[src/rtl/rnic_pkg.sv]
`default_nettype none

package rnic_pkg;

    localparam int OFFSET_W     = 40;
    localparam int CFG_IDX_W    = 3;
    localparam int CFG_DATA_W   = 12;
    localparam int RANK_W       = 3;
    localparam int NUM_EXT_REGS = 4;

    // register map
    localparam logic [CFG_IDX_W-1:0] CFG_RANK     = 3'd0;
    localparam logic [CFG_IDX_W-1:0] CFG_EXT0     = 3'd1;
    localparam logic [CFG_IDX_W-1:0] CFG_EXT_LAST = 3'd4;

    // per-cycle control shared by every cell
    typedef struct packed {
        logic adv;      // offset pipeline moves
        logic accept;   // input transfer this cycle
        logic restart;  // payload of that transfer
        logic reload;   // reload start counts
    } ctl_t;

    // one slot of the offset pipeline
    typedef struct packed {
        logic                valid;
        logic                wrapped;
        logic [OFFSET_W-1:0] psum;
        logic [OFFSET_W-1:0] prod;
    } stage_t;

    typedef struct packed {
        logic [OFFSET_W-1:0] linear_offset;
        logic                wrapped;
    } result_t;

endpackage

`default_nettype wire

[src/rtl/rnic_if.sv]
`default_nettype none

interface rnic_in_if;
    logic valid;
    logic ready;
    logic restart;

    modport source (output valid, output restart, input ready);
    modport sink   (input valid, input restart, output ready);
endinterface

interface rnic_out_if;
    import rnic_pkg::*;

    logic                valid;
    logic                ready;
    logic [OFFSET_W-1:0] linear_offset;
    logic                wrapped;

    modport source (output valid, output linear_offset, output wrapped, input ready);
    modport sink   (input valid, input linear_offset, input wrapped, output ready);
endinterface

interface rnic_cfg_if;
    import rnic_pkg::*;

    logic                  valid;
    logic                  ready;
    logic [CFG_IDX_W-1:0]  index;
    logic [CFG_DATA_W-1:0] data;

    modport source (output valid, output index, output data, input ready);
    modport sink   (input valid, input index, input data, output ready);
endinterface

`default_nettype wire

[src/rtl/rnic_cell.sv]
`default_nettype none

module rnic_cell #(
    parameter int MAX_AXES    = 4,
    parameter int EXTENT_BITS = 11,
    parameter int AXIS        = 0
) (
    input  wire logic                                   clk,
    input  wire logic                                   rst_n,
    input  wire rnic_pkg::ctl_t                         ctl,
    input  wire logic                                   used,
    input  wire logic                                   neg,
    input  wire logic [EXTENT_BITS-1:0]                 mag,
    input  wire logic                                   carry_in,
    output logic                                        carry_out,
    output logic                                        zero_used,
    output logic [EXTENT_BITS-2:0]                      cnt_emit,
    input  wire logic [rnic_pkg::OFFSET_W-1:0]          stride_in,
    output logic [rnic_pkg::OFFSET_W-1:0]               stride_out,
    input  wire logic [MAX_AXES*(EXTENT_BITS-1)-1:0]    cnt_vec_in,
    output logic [MAX_AXES*(EXTENT_BITS-1)-1:0]         cnt_vec_out,
    input  wire rnic_pkg::stage_t                       stg_in,
    output rnic_pkg::stage_t                            stg_out
);
    import rnic_pkg::*;

    localparam int CW = EXTENT_BITS - 1;

    logic [CW-1:0]          cnt_reg, cnt_next;
    logic [CW-1:0]          start_cnt;
    logic [CW-1:0]          cnt_adv;
    logic [EXTENT_BITS-1:0] mag_m1;
    logic [EXTENT_BITS-1:0] cnt_inc;
    logic [EXTENT_BITS-1:0] mag_eff;
    logic [OFFSET_W-1:0]    stride_reg, stride_next;
    logic [MAX_AXES*CW-1:0] cnt_vec_reg;
    stage_t                 stg_reg, stg_next;

    assign mag_m1    = mag - EXTENT_BITS'(1);
    assign start_cnt = (used && neg) ? mag_m1[CW-1:0] : '0;
    assign cnt_emit  = ctl.restart ? start_cnt : cnt_reg;
    assign zero_used = used && (mag == '0);
    assign cnt_inc   = EXTENT_BITS'(cnt_emit) + EXTENT_BITS'(1);

    // one digit of the mixed-radix counter
    always_comb
    begin
        cnt_adv   = cnt_emit;
        carry_out = 1'b0;
        if (!used)
        begin
            carry_out = carry_in;
        end
        else if (carry_in && (mag != '0))
        begin
            if (!neg)
            begin
                if (cnt_inc == mag)
                begin
                    cnt_adv   = '0;
                    carry_out = 1'b1;
                end
                else
                begin
                    cnt_adv = cnt_inc[CW-1:0];
                end
            end
            else if (cnt_emit == '0)
            begin
                cnt_adv   = mag_m1[CW-1:0];
                carry_out = 1'b1;
            end
            else
            begin
                cnt_adv = cnt_emit - CW'(1);
            end
        end
    end

    always_comb
    begin
        cnt_next = cnt_reg;
        if (ctl.reload)
        begin
            cnt_next = start_cnt;
        end
        else if (ctl.accept)
        begin
            cnt_next = cnt_adv;
        end
    end

    // stride of the next outer axis, settles one cell per cycle
    assign mag_eff     = used ? mag : EXTENT_BITS'(1);
    assign stride_next = stride_in * OFFSET_W'(mag_eff);
    assign stride_out  = stride_reg;

    // offset pipeline: add the previous cell's product, form this one
    always_comb
    begin
        stg_next.valid   = stg_in.valid;
        stg_next.wrapped = stg_in.wrapped;
        stg_next.psum    = stg_in.psum + stg_in.prod;
        stg_next.prod    = OFFSET_W'(cnt_vec_in[AXIS*CW +: CW]) * stride_in;
    end

    always_ff @(posedge clk or negedge rst_n)
    begin
        if (!rst_n)
        begin
            cnt_reg    <= '0;
            stride_reg <= OFFSET_W'(1);
            stg_reg    <= '0;
        end
        else
        begin
            cnt_reg    <= cnt_next;
            stride_reg <= stride_next;
            if (ctl.adv)
            begin
                stg_reg <= stg_next;
            end
        end
    end

    always_ff @(posedge clk)
    begin
        if (ctl.adv)
        begin
            cnt_vec_reg <= cnt_vec_in;
        end
    end

    assign stg_out     = stg_reg;
    assign cnt_vec_out = cnt_vec_reg;

endmodule

`default_nettype wire

[src/rtl/rnic_out_buf.sv]
`default_nettype none

module rnic_out_buf (
    input  wire logic              clk,
    input  wire logic              rst_n,
    input  wire logic              push,
    input  wire rnic_pkg::result_t push_data,
    output logic                   full,
    rnic_out_if.source             result
);
    import rnic_pkg::*;

    result_t    entry_reg [2];
    logic       wr_ptr_reg, wr_ptr_next;
    logic       rd_ptr_reg, rd_ptr_next;
    logic [1:0] cnt_reg, cnt_next;
    logic       pop;

    assign pop  = result.valid && result.ready;
    assign full = (cnt_reg == 2'd2);

    always_comb
    begin
        wr_ptr_next = push ? ~wr_ptr_reg : wr_ptr_reg;
        rd_ptr_next = pop ? ~rd_ptr_reg : rd_ptr_reg;
        cnt_next    = cnt_reg + 2'(push) - 2'(pop);
    end

    always_ff @(posedge clk or negedge rst_n)
    begin
        if (!rst_n)
        begin
            wr_ptr_reg <= 1'b0;
            rd_ptr_reg <= 1'b0;
            cnt_reg    <= 2'd0;
        end
        else
        begin
            wr_ptr_reg <= wr_ptr_next;
            rd_ptr_reg <= rd_ptr_next;
            cnt_reg    <= cnt_next;
        end
    end

    always_ff @(posedge clk)
    begin
        if (push)
        begin
            entry_reg[wr_ptr_reg] <= push_data;
        end
    end

    assign result.valid         = (cnt_reg != 2'd0);
    assign result.linear_offset = entry_reg[rd_ptr_reg].linear_offset;
    assign result.wrapped       = entry_reg[rd_ptr_reg].wrapped;

endmodule

`default_nettype wire

[src/rtl/reversible_nd_index_counter_top.sv]
// a result is valid after every cell's pipeline register and the output buffer
// throughput: one item per cycle unless the buffer is full or strides settle;
// the carry ripples combinationally through all cells. A configuration write
// holds off input while strides ripple through the cell chain, one cell per cycle
// reset: rank 0, every extent 1, all counts 0, wrapped 0, output buffer empty
`default_nettype none

module reversible_nd_index_counter_top #(
    parameter int MAX_AXES    = 4,
    parameter int EXTENT_BITS = 11
) (
    input  wire logic  clk,
    input  wire logic  rst_n,
    rnic_in_if.sink    item,
    rnic_out_if.source result,
    rnic_cfg_if.sink   cfg
);
    import rnic_pkg::*;

    localparam int CW      = EXTENT_BITS - 1;
    localparam int EXT_LIM = 1 << (EXTENT_BITS - 1);
    localparam int BUSY_W  = $clog2(MAX_AXES + 1);

    // configuration state
    logic [RANK_W-1:0]      rank_reg, rank_next;
    logic [EXTENT_BITS-1:0] mag_reg [MAX_AXES];
    logic                   neg_reg [MAX_AXES];
    logic [BUSY_W-1:0]      busy_reg, busy_next;
    logic                   wrapped_reg, wrapped_next;

    // register decode and extent saturation
    logic                   cfg_write;
    logic                   sel_rank;
    logic                   sel_ext;
    logic                   ext_neg;
    logic [CFG_DATA_W:0]    ext_abs;
    logic [EXTENT_BITS-1:0] ext_mag;

    // cell chain wiring
    logic [OFFSET_W-1:0]    stride_w [MAX_AXES];
    logic [OFFSET_W-1:0]    stride_in_w [MAX_AXES];
    logic                   carry_out_w [MAX_AXES];
    logic                   carry_in_w [MAX_AXES];
    logic [CW-1:0]          cnt_emit_w [MAX_AXES];
    logic [MAX_AXES-1:0]    zero_w;
    logic [MAX_AXES*CW-1:0] cnt_vec_w;
    logic [MAX_AXES*CW-1:0] cnt_vec_out_w [MAX_AXES];
    logic [MAX_AXES*CW-1:0] cnt_vec_in_w [MAX_AXES];
    stage_t                 stg_w [MAX_AXES];
    stage_t                 stg_in_w [MAX_AXES];
    stage_t                 stg_head;

    ctl_t                   ctl;
    logic                   busy;
    logic                   buf_full;
    logic                   accept;
    logic                   start_wrapped;
    logic                   wrapped_emit;
    logic                   push;
    result_t                push_data;

    // config channel always open; user must write only while idle, not enforced
    assign cfg.ready = 1'b1;
    assign cfg_write = cfg.valid && cfg.ready;

    always_comb
    begin
        sel_rank = 1'b0;
        sel_ext  = 1'b0;
        unique case (cfg.index) inside
            CFG_RANK:                 sel_rank = 1'b1;
            [CFG_EXT0:CFG_EXT_LAST]:  sel_ext  = 1'b1;
            default:                  ;
        endcase
    end

    // signed 12-bit extent to sign and saturated magnitude
    assign ext_neg = cfg.data[CFG_DATA_W-1];
    assign ext_abs = ext_neg ? ((CFG_DATA_W+1)'(0) - {1'b1, cfg.data}) : {1'b0, cfg.data};
    assign ext_mag = (32'(ext_abs) > EXT_LIM) ? EXTENT_BITS'(EXT_LIM)
                                              : EXTENT_BITS'(ext_abs);

    assign rank_next = (cfg_write && sel_rank) ? cfg.data[RANK_W-1:0] : rank_reg;

    always_ff @(posedge clk or negedge rst_n)
    begin
        if (!rst_n)
        begin
            rank_reg <= '0;
        end
        else
        begin
            rank_reg <= rank_next;
        end
    end

    generate
        for (genvar i = 0; i < MAX_AXES; i++)
        begin : g_ext
            always_ff @(posedge clk or negedge rst_n)
            begin
                if (!rst_n)
                begin
                    mag_reg[i] <= EXTENT_BITS'(1);
                    neg_reg[i] <= 1'b0;
                end
                else if (i < NUM_EXT_REGS && cfg_write && sel_ext &&
                         cfg.index == CFG_IDX_W'(32'(CFG_EXT0) + i))
                begin
                    mag_reg[i] <= ext_mag;
                    neg_reg[i] <= ext_neg;
                end
            end
        end
    endgenerate

    // any valid write reloads counts and waits for the stride ripple
    assign busy = (busy_reg != '0);

    always_comb
    begin
        busy_next = busy_reg;
        if (cfg_write && (sel_rank || sel_ext))
        begin
            busy_next = BUSY_W'(MAX_AXES);
        end
        else if (busy)
        begin
            busy_next = busy_reg - BUSY_W'(1);
        end
    end

    always_ff @(posedge clk or negedge rst_n)
    begin
        if (!rst_n)
        begin
            busy_reg <= '0;
        end
        else
        begin
            busy_reg <= busy_next;
        end
    end

    // input side stalls when the output buffer is full or strides are settling
    assign item.ready = !buf_full && !busy;
    assign accept     = item.valid && item.ready;

    assign ctl.adv     = !buf_full;
    assign ctl.accept  = accept;
    assign ctl.restart = item.restart;
    assign ctl.reload  = busy;

    // sticky wrapped flag, set by a carry out of axis 0 or by a zero extent in use
    assign start_wrapped = |zero_w;
    assign wrapped_emit  = item.restart ? start_wrapped : wrapped_reg;

    always_comb
    begin
        wrapped_next = wrapped_reg;
        if (busy)
        begin
            wrapped_next = start_wrapped;
        end
        else if (accept)
        begin
            wrapped_next = wrapped_emit | carry_out_w[0];
        end
    end

    always_ff @(posedge clk or negedge rst_n)
    begin
        if (!rst_n)
        begin
            wrapped_reg <= 1'b0;
        end
        else
        begin
            wrapped_reg <= wrapped_next;
        end
    end

    // head of the offset pipeline carries the counts of this transfer
    always_comb
    begin
        stg_head.valid   = accept;
        stg_head.wrapped = wrapped_emit;
        stg_head.psum    = '0;
        stg_head.prod    = '0;
    end

    // cell chain: axis 0 outermost; carry and stride move outward, offsets inward
    generate
        for (genvar i = 0; i < MAX_AXES; i++)
        begin : g_cell
            assign cnt_vec_w[i*CW +: CW] = cnt_emit_w[i];

            if (i == MAX_AXES - 1)
            begin : g_inner
                assign carry_in_w[i]  = 1'b1;
                assign stride_in_w[i] = OFFSET_W'(1);
            end
            else
            begin : g_mid
                assign carry_in_w[i]  = carry_out_w[i+1];
                assign stride_in_w[i] = stride_w[i+1];
            end

            if (i == 0)
            begin : g_outer
                assign stg_in_w[i]     = stg_head;
                assign cnt_vec_in_w[i] = cnt_vec_w;
            end
            else
            begin : g_next
                assign stg_in_w[i]     = stg_w[i-1];
                assign cnt_vec_in_w[i] = cnt_vec_out_w[i-1];
            end

            rnic_cell #(
                .MAX_AXES    (MAX_AXES),
                .EXTENT_BITS (EXTENT_BITS),
                .AXIS        (i)
            ) u_cell (
                .clk         (clk),
                .rst_n       (rst_n),
                .ctl         (ctl),
                .used        (32'(rank_reg) > i),
                .neg         (neg_reg[i]),
                .mag         (mag_reg[i]),
                .carry_in    (carry_in_w[i]),
                .carry_out   (carry_out_w[i]),
                .zero_used   (zero_w[i]),
                .cnt_emit    (cnt_emit_w[i]),
                .stride_in   (stride_in_w[i]),
                .stride_out  (stride_w[i]),
                .cnt_vec_in  (cnt_vec_in_w[i]),
                .cnt_vec_out (cnt_vec_out_w[i]),
                .stg_in      (stg_in_w[i]),
                .stg_out     (stg_w[i])
            );
        end
    endgenerate

    // last product joins the sum on its way into the output buffer
    assign push                    = ctl.adv && stg_w[MAX_AXES-1].valid;
    assign push_data.linear_offset = stg_w[MAX_AXES-1].psum + stg_w[MAX_AXES-1].prod;
    assign push_data.wrapped       = stg_w[MAX_AXES-1].wrapped;

    rnic_out_buf u_out_buf (
        .clk       (clk),
        .rst_n     (rst_n),
        .push      (push),
        .push_data (push_data),
        .full      (buf_full),
        .result    (result)
    );

endmodule

`default_nettype wire

[src/flat_wrapper.sv]
// flat-port wrapper written by rule: the top's interface ports become plain ports
module reversible_nd_index_counter_top_flat import rnic_pkg::*;
#(
    parameter int MAX_AXES    = 4,
    parameter int EXTENT_BITS = 11
)
  (clk, rst_n, item_valid, item_restart, item_ready, result_valid, result_linear_offset, result_wrapped, result_ready, cfg_valid, cfg_index, cfg_data, cfg_ready);
  rnic_in_if item_i ();
  rnic_out_if result_i ();
  rnic_cfg_if cfg_i ();
  input  wire logic clk;
  input  wire logic rst_n;
  input wire logic [$bits(item_i.valid)-1:0] item_valid;
  input wire logic [$bits(item_i.restart)-1:0] item_restart;
  output wire logic [$bits(item_i.ready)-1:0] item_ready;
  output wire logic [$bits(result_i.valid)-1:0] result_valid;
  output wire logic [$bits(result_i.linear_offset)-1:0] result_linear_offset;
  output wire logic [$bits(result_i.wrapped)-1:0] result_wrapped;
  input wire logic [$bits(result_i.ready)-1:0] result_ready;
  input wire logic [$bits(cfg_i.valid)-1:0] cfg_valid;
  input wire logic [$bits(cfg_i.index)-1:0] cfg_index;
  input wire logic [$bits(cfg_i.data)-1:0] cfg_data;
  output wire logic [$bits(cfg_i.ready)-1:0] cfg_ready;
  assign item_i.valid = item_valid;
  assign item_i.restart = item_restart;
  assign item_ready = item_i.ready;
  assign result_valid = result_i.valid;
  assign result_linear_offset = result_i.linear_offset;
  assign result_wrapped = result_i.wrapped;
  assign result_i.ready = result_ready;
  assign cfg_i.valid = cfg_valid;
  assign cfg_i.index = cfg_index;
  assign cfg_i.data = cfg_data;
  assign cfg_ready = cfg_i.ready;
  reversible_nd_index_counter_top #(.MAX_AXES(MAX_AXES), .EXTENT_BITS(EXTENT_BITS)) u_core (.clk(clk), .rst_n(rst_n), .item(item_i), .result(result_i), .cfg(cfg_i));
endmodule
[config.mk]
export PLATFORM = sky130hd
export DESIGN_NAME = reversible_nd_index_counter_top_flat
export DESIGN_NICKNAME = d
export VERILOG_FILES = /design/src/rtl/rnic_pkg.sv /design/src/rtl/rnic_if.sv /design/src/rtl/rnic_cell.sv /design/src/rtl/rnic_out_buf.sv /design/src/rtl/reversible_nd_index_counter_top.sv /design/src/flat_wrapper.sv
export SDC_FILE = /design/constraint.sdc
export NUM_CORES = 2
export LEC_CHECK = 0
export BUFFER_PORTS_ARGS = -buffer_cell sky130_fd_sc_hd__clkbuf_2
export CAP_MARGIN = 20
export CORE_MARGIN = 8
export CORE_UTILIZATION = 35
export CTS_CLUSTER_SIZE = 20
export DETAILED_ROUTE_END_ITERATION = 8
export PLACE_DENSITY = 0.6
export SYNTH_ARGS = -nofsm -noshare
export SYNTH_HDL_FRONTEND = slang
export SYNTH_SLANG_ARGS = --single-unit
export TNS_END_PERCENT = 30
[constraint.sdc]
create_clock -name clk -period 10 [get_ports clk]
set_input_delay 0.5 -clock clk [delete_from_list [all_inputs] [get_ports clk]]
set_output_delay 0.5 -clock clk [all_outputs]
set_load 0.05 [all_outputs]
==> run metrics <==
result of the run completed; Post-Syn Nets 7891; final weighted congestion of routability-driven global placement 0.921; Worst-path clk slew 60 ps; EDFF count, synth 142; crit-path max FO 43; antenna violations before repair 3; count of buffers added by post-CTS timing repair for setup 0; vertical die dimension 432 um; sink count of the clock tree 538; number of endpoints with negative hold slack in the final report 0; area share of and/or/nand/nor cells after synthesis 0.188; maximum number of pins on one net before global-route repair 154; per-cell routed wire length 18.8 um; number of levels the H-tree was split into 3; total number of nets in the final design 7708; adder-cell share of the synthesized area 0.326; average cell area after synthesis 8.98 um^2; Largest stage delay, worst path 650 ps; register-to-register path setup slack 1910 ps; routed via count 46900; number of nets with antenna violations after detailed routing 0; ports placed on the boundary 65; first-pass iteration count of the detailed router 5; share of the core filled with cells in the final layout 0.380; setup repair after global routing missed its margin false; final-layout setup total negative slack 0 ps; master of the slowest instance on the critical path sky130_fd_sc_hd__dfstp_2; critical path required time 10520 ps; class of the most critical hold timing path primary input to flip-flop; Yosys warning count 0; type of the worst setup path flip-flop to flip-flop; post-synthesis instance total 6737; wire length of the first global-routing pass 271 mm; clock tree buffer depth 3; fraction of final layout cells with drive strength greater than 1 0.0567; overflow left after global routing 0; Tightest Pin Transition 1150 ps; TritonCTS clock tree done; Detailed Place HPWL 126 mm; number of global-route vias before repair 48800; ys flop type sky130_fd_sc_hd__dfrtp_1; detailed-route vias per instance 5.26; Seq/Total Area, Yosys 0.234; nature of the critical path startpoint flip-flop; summed instance area of the synthesized netlist 60500 um^2; number of DRC markers in iteration 0 3360; Worst Path Arrival 8610 ps; largest family of logic cells by synthesized area adder cells; worst-skew pair later-pin latency 690 ps; multiplexer fraction of the synthesized cell area 0.0129; kind of end point of the critical path flip-flop; Achievable Freq 124 MHz; worst slew margin relative to its limit 0.231; initial cell density of the core 0.352; power density over the cells 224 nW/um^2; xor and xnor fraction of the mapped netlist area 0.0452; total routed wirelength 167 mm; number of max-capacitance violations reported 0; horizontal die dimension 432 um; number of flip-flops in the largest register 231; Synth async-reset ratio 0.736; area of the placeable core 172000 um^2; Rows 152; final period demand of the worst path 8090 ps; area fraction in compound gates after synthesis 0.115; count of state elements after synthesis 538; worst supply voltage drop on vdd 0.188 mV; part of the cycle the worst path needs 0.809; Unique masters post-synth 110; static power due to leakage 30.1 nW; remaining design rule violation count 0; CTS Buf Count 67; final setup fails 0; final clock skew 52.9 ps; number of pins with negative max-slew slack in the final report 0; die area 186000 um^2; count of buffers from port buffering 63; root buffer cell sky130_fd_sc_hd__clkbuf_16; global router's overall resource usage 0.180; P&R area growth vs syn 7.84%
-- synthesized netlist by cell type (11+ instances only) --
| cell | count | area share |
|---|---|---|
| sky130_fd_sc_hd__and3_1 | 89 | 0.0092 |
| sky130_fd_sc_hd__o21a_1 | 31 | 0.0038 |
| sky130_fd_sc_hd__buf_1 | 49 | 0.0030 |
| sky130_fd_sc_hd__xor2_1 | 139 | 0.020 |
| sky130_fd_sc_hd__mux2i_1 | 17 | 0.0028 |
| sky130_fd_sc_hd__mux2_2 | 54 | 0.010 |
| sky130_fd_sc_hd__nand3b_1 | 11 | 0.0014 |
| sky130_fd_sc_hd__o221ai_1 | 12 | 0.0017 |
| sky130_fd_sc_hd__clkbuf_1 | 300 | 0.019 |
| sky130_fd_sc_hd__a21boi_0 | 21 | 0.0026 |
| sky130_fd_sc_hd__nand2b_1 | 34 | 0.0035 |
| sky130_fd_sc_hd__nand2_1 | 1080 | 0.067 |
| sky130_fd_sc_hd__o41ai_1 | 11 | 0.0016 |
| sky130_fd_sc_hd__nand3_1 | 102 | 0.0084 |
| sky130_fd_sc_hd__edfxtp_1 | 142 | 0.071 |
| sky130_fd_sc_hd__nor2b_1 | 78 | 0.0081 |
| sky130_fd_sc_hd__nor3b_1 | 20 | 0.0025 |
| sky130_fd_sc_hd__or3_1 | 33 | 0.0034 |
| sky130_fd_sc_hd__ha_1 | 399 | 0.083 |
| sky130_fd_sc_hd__o31ai_1 | 58 | 0.0072 |
| sky130_fd_sc_hd__or4_1 | 15 | 0.0019 |
| sky130_fd_sc_hd__a221oi_1 | 16 | 0.0023 |
| sky130_fd_sc_hd__a211oi_1 | 31 | 0.0038 |
| sky130_fd_sc_hd__inv_1 | 841 | 0.052 |
| sky130_fd_sc_hd__a21oi_1 | 266 | 0.022 |
| sky130_fd_sc_hd__fa_1 | 734 | 0.24 |
| sky130_fd_sc_hd__nand4_1 | 33 | 0.0034 |
| sky130_fd_sc_hd__xnor2_1 | 173 | 0.025 |
| sky130_fd_sc_hd__o211ai_1 | 41 | 0.0051 |
| sky130_fd_sc_hd__nor4_1 | 20 | 0.0021 |
| sky130_fd_sc_hd__o21bai_1 | 25 | 0.0031 |
| sky130_fd_sc_hd__buf_2 | 29 | 0.0024 |
| sky130_fd_sc_hd__a31oi_1 | 49 | 0.0051 |
| sky130_fd_sc_hd__nor2_1 | 292 | 0.018 |
| sky130_fd_sc_hd__and2_1 | 420 | 0.043 |
| sky130_fd_sc_hd__o21ai_1 | 17 | 0.0014 |
| sky130_fd_sc_hd__o21ai_0 | 255 | 0.021 |
| sky130_fd_sc_hd__dfrtp_1 | 389 | 0.16 |
| sky130_fd_sc_hd__o22ai_1 | 25 | 0.0026 |
| sky130_fd_sc_hd__a21o_1 | 79 | 0.0098 |
| sky130_fd_sc_hd__nor3_1 | 78 | 0.0065 |
-- metrics by stage --
step                      power (mW)  hold slack (ps)  setup slack (ps)  area, um^2  instances
after detailed placement        12.0              405              1650       62800       8790
after floorplan                 9.59              204              2560       60500       6737
final                           14.6             91.8              1910       65200       8921
after CTS                       14.7             16.2              1920       65200       8915
after global placement          11.8              402              1760       62800       8790
after global routing            15.8             64.0              1400       65200       8919
-- where the power goes --
part,internal [mW],total (mW),switching [mW],leakage [nW]
logic,2.85,7.74,4.89,22.4
clock network,1.54,2.62,1.08,1.15
registers,3.15,4.26,1.11,6.53
total,7.54,14.6,7.08,30.1
-- kinds of logic after synthesis --
| kind of cell | count (synthesis) |
|---|---|
| AO/OA/AOI/OAI | 1075 |
| XOR/XNOR | 312 |
| adder cells (fa/ha/maj) | 1133 |
| buffers and inverters | 1241 |
| flip-flops | 538 |
| multiplexers | 71 |
| other | 1 |
| AND/OR/NAND/NOR | 2366 |
-- layout make-up --
cell class,count,area (um^2)
Clock buffer,89,1850
Antenna cell,2,5.00
Clock inverter,35,529
Fill cell,17100,107000
Tap cell,2310,2890
Multi-Input combinational cell,4958,41600
Sequential cell,538,14200
Inverter,854,3220
Timing Repair Buffer,135,926
-- per-layer routing --
metal  GRT usage  share of wire  vias to the layer above
li1            -              -                    21600
met1       0.245           0.45                    23500
met2       0.290           0.45                     1507
met3      0.0314          0.065                      312
met4      0.0610          0.035                        2
met5           0       0.000078                        -
-- critical path: cells and delay by family, from the launching register on --
family | cells | cell delay [ps]
DFF | 1 | 650
and+or+nand+nor | 2 | 430
xor gates and xnor gates | 2 | 550
buffers and inverters | 6 | 640
adders and majority gates | 7 | 3110
AOI/OAI and AO/OA | 12 | 2520
-- timing repair --
action | in CTS | in global routing
hold buffers | 1 | 0
gates resized for setup | 0 | 0
hold endpoints to repair | 77 | 0
-- worst paths after layout --
path | from | end | depth (start not counted)
max | u_core.mag_reg[33] | u_core.g_cell[0].u_cell.stg_out[37] | 29
min | cfg_valid | u_core.busy_reg[0] | 2
max reg2reg | u_core.mag_reg[33] | u_core.g_cell[0].u_cell.stg_out[37] | 29
min reg2reg | u_core.g_cell[0].u_cell.cnt_vec_out[27] | u_core.g_cell[1].u_cell.cnt_vec_out[27] | 0
max in group asynchronous | rst_n | u_core.g_cell[2].u_cell.stg_out[20] | 5
min in group asynchronous | rst_n | u_core.g_cell[0].u_cell.cnt_reg[9] | 2
-- cells in the final DEF (no fill, tap or decap), types with 21 or more instances in the layout --
master	instances
sky130_fd_sc_hd__fa_1	734
sky130_fd_sc_hd__mux2_2	54
sky130_fd_sc_hd__a211oi_1	31
sky130_fd_sc_hd__dfrtp_1	388
sky130_fd_sc_hd__a31oi_1	49
sky130_fd_sc_hd__inv_1	841
sky130_fd_sc_hd__clkbuf_2	62
sky130_fd_sc_hd__a21boi_0	21
sky130_fd_sc_hd__o22ai_1	24
sky130_fd_sc_hd__nor2_1	290
sky130_fd_sc_hd__a21o_1	79
sky130_fd_sc_hd__nor2b_1	73
sky130_fd_sc_hd__or3_1	33
sky130_fd_sc_hd__ha_1	399
sky130_fd_sc_hd__nand2_1	1080
sky130_fd_sc_hd__nand4_1	33
sky130_fd_sc_hd__and2_1	420
sky130_fd_sc_hd__edfxtp_1	142
sky130_fd_sc_hd__o21bai_1	25
sky130_fd_sc_hd__xnor2_1	173
sky130_fd_sc_hd__nor3_1	78
sky130_fd_sc_hd__o21ai_0	251
sky130_fd_sc_hd__o21a_1	31
sky130_fd_sc_hd__and3_1	87
sky130_fd_sc_hd__o31ai_1	58
sky130_fd_sc_hd__clkbuf_16	67
sky130_fd_sc_hd__buf_4	65
sky130_fd_sc_hd__xor2_1	139
sky130_fd_sc_hd__nand2b_1	34
sky130_fd_sc_hd__o211ai_1	41
sky130_fd_sc_hd__a21oi_1	266
sky130_fd_sc_hd__nand3_1	102
(Power assumes the default switching activity.)
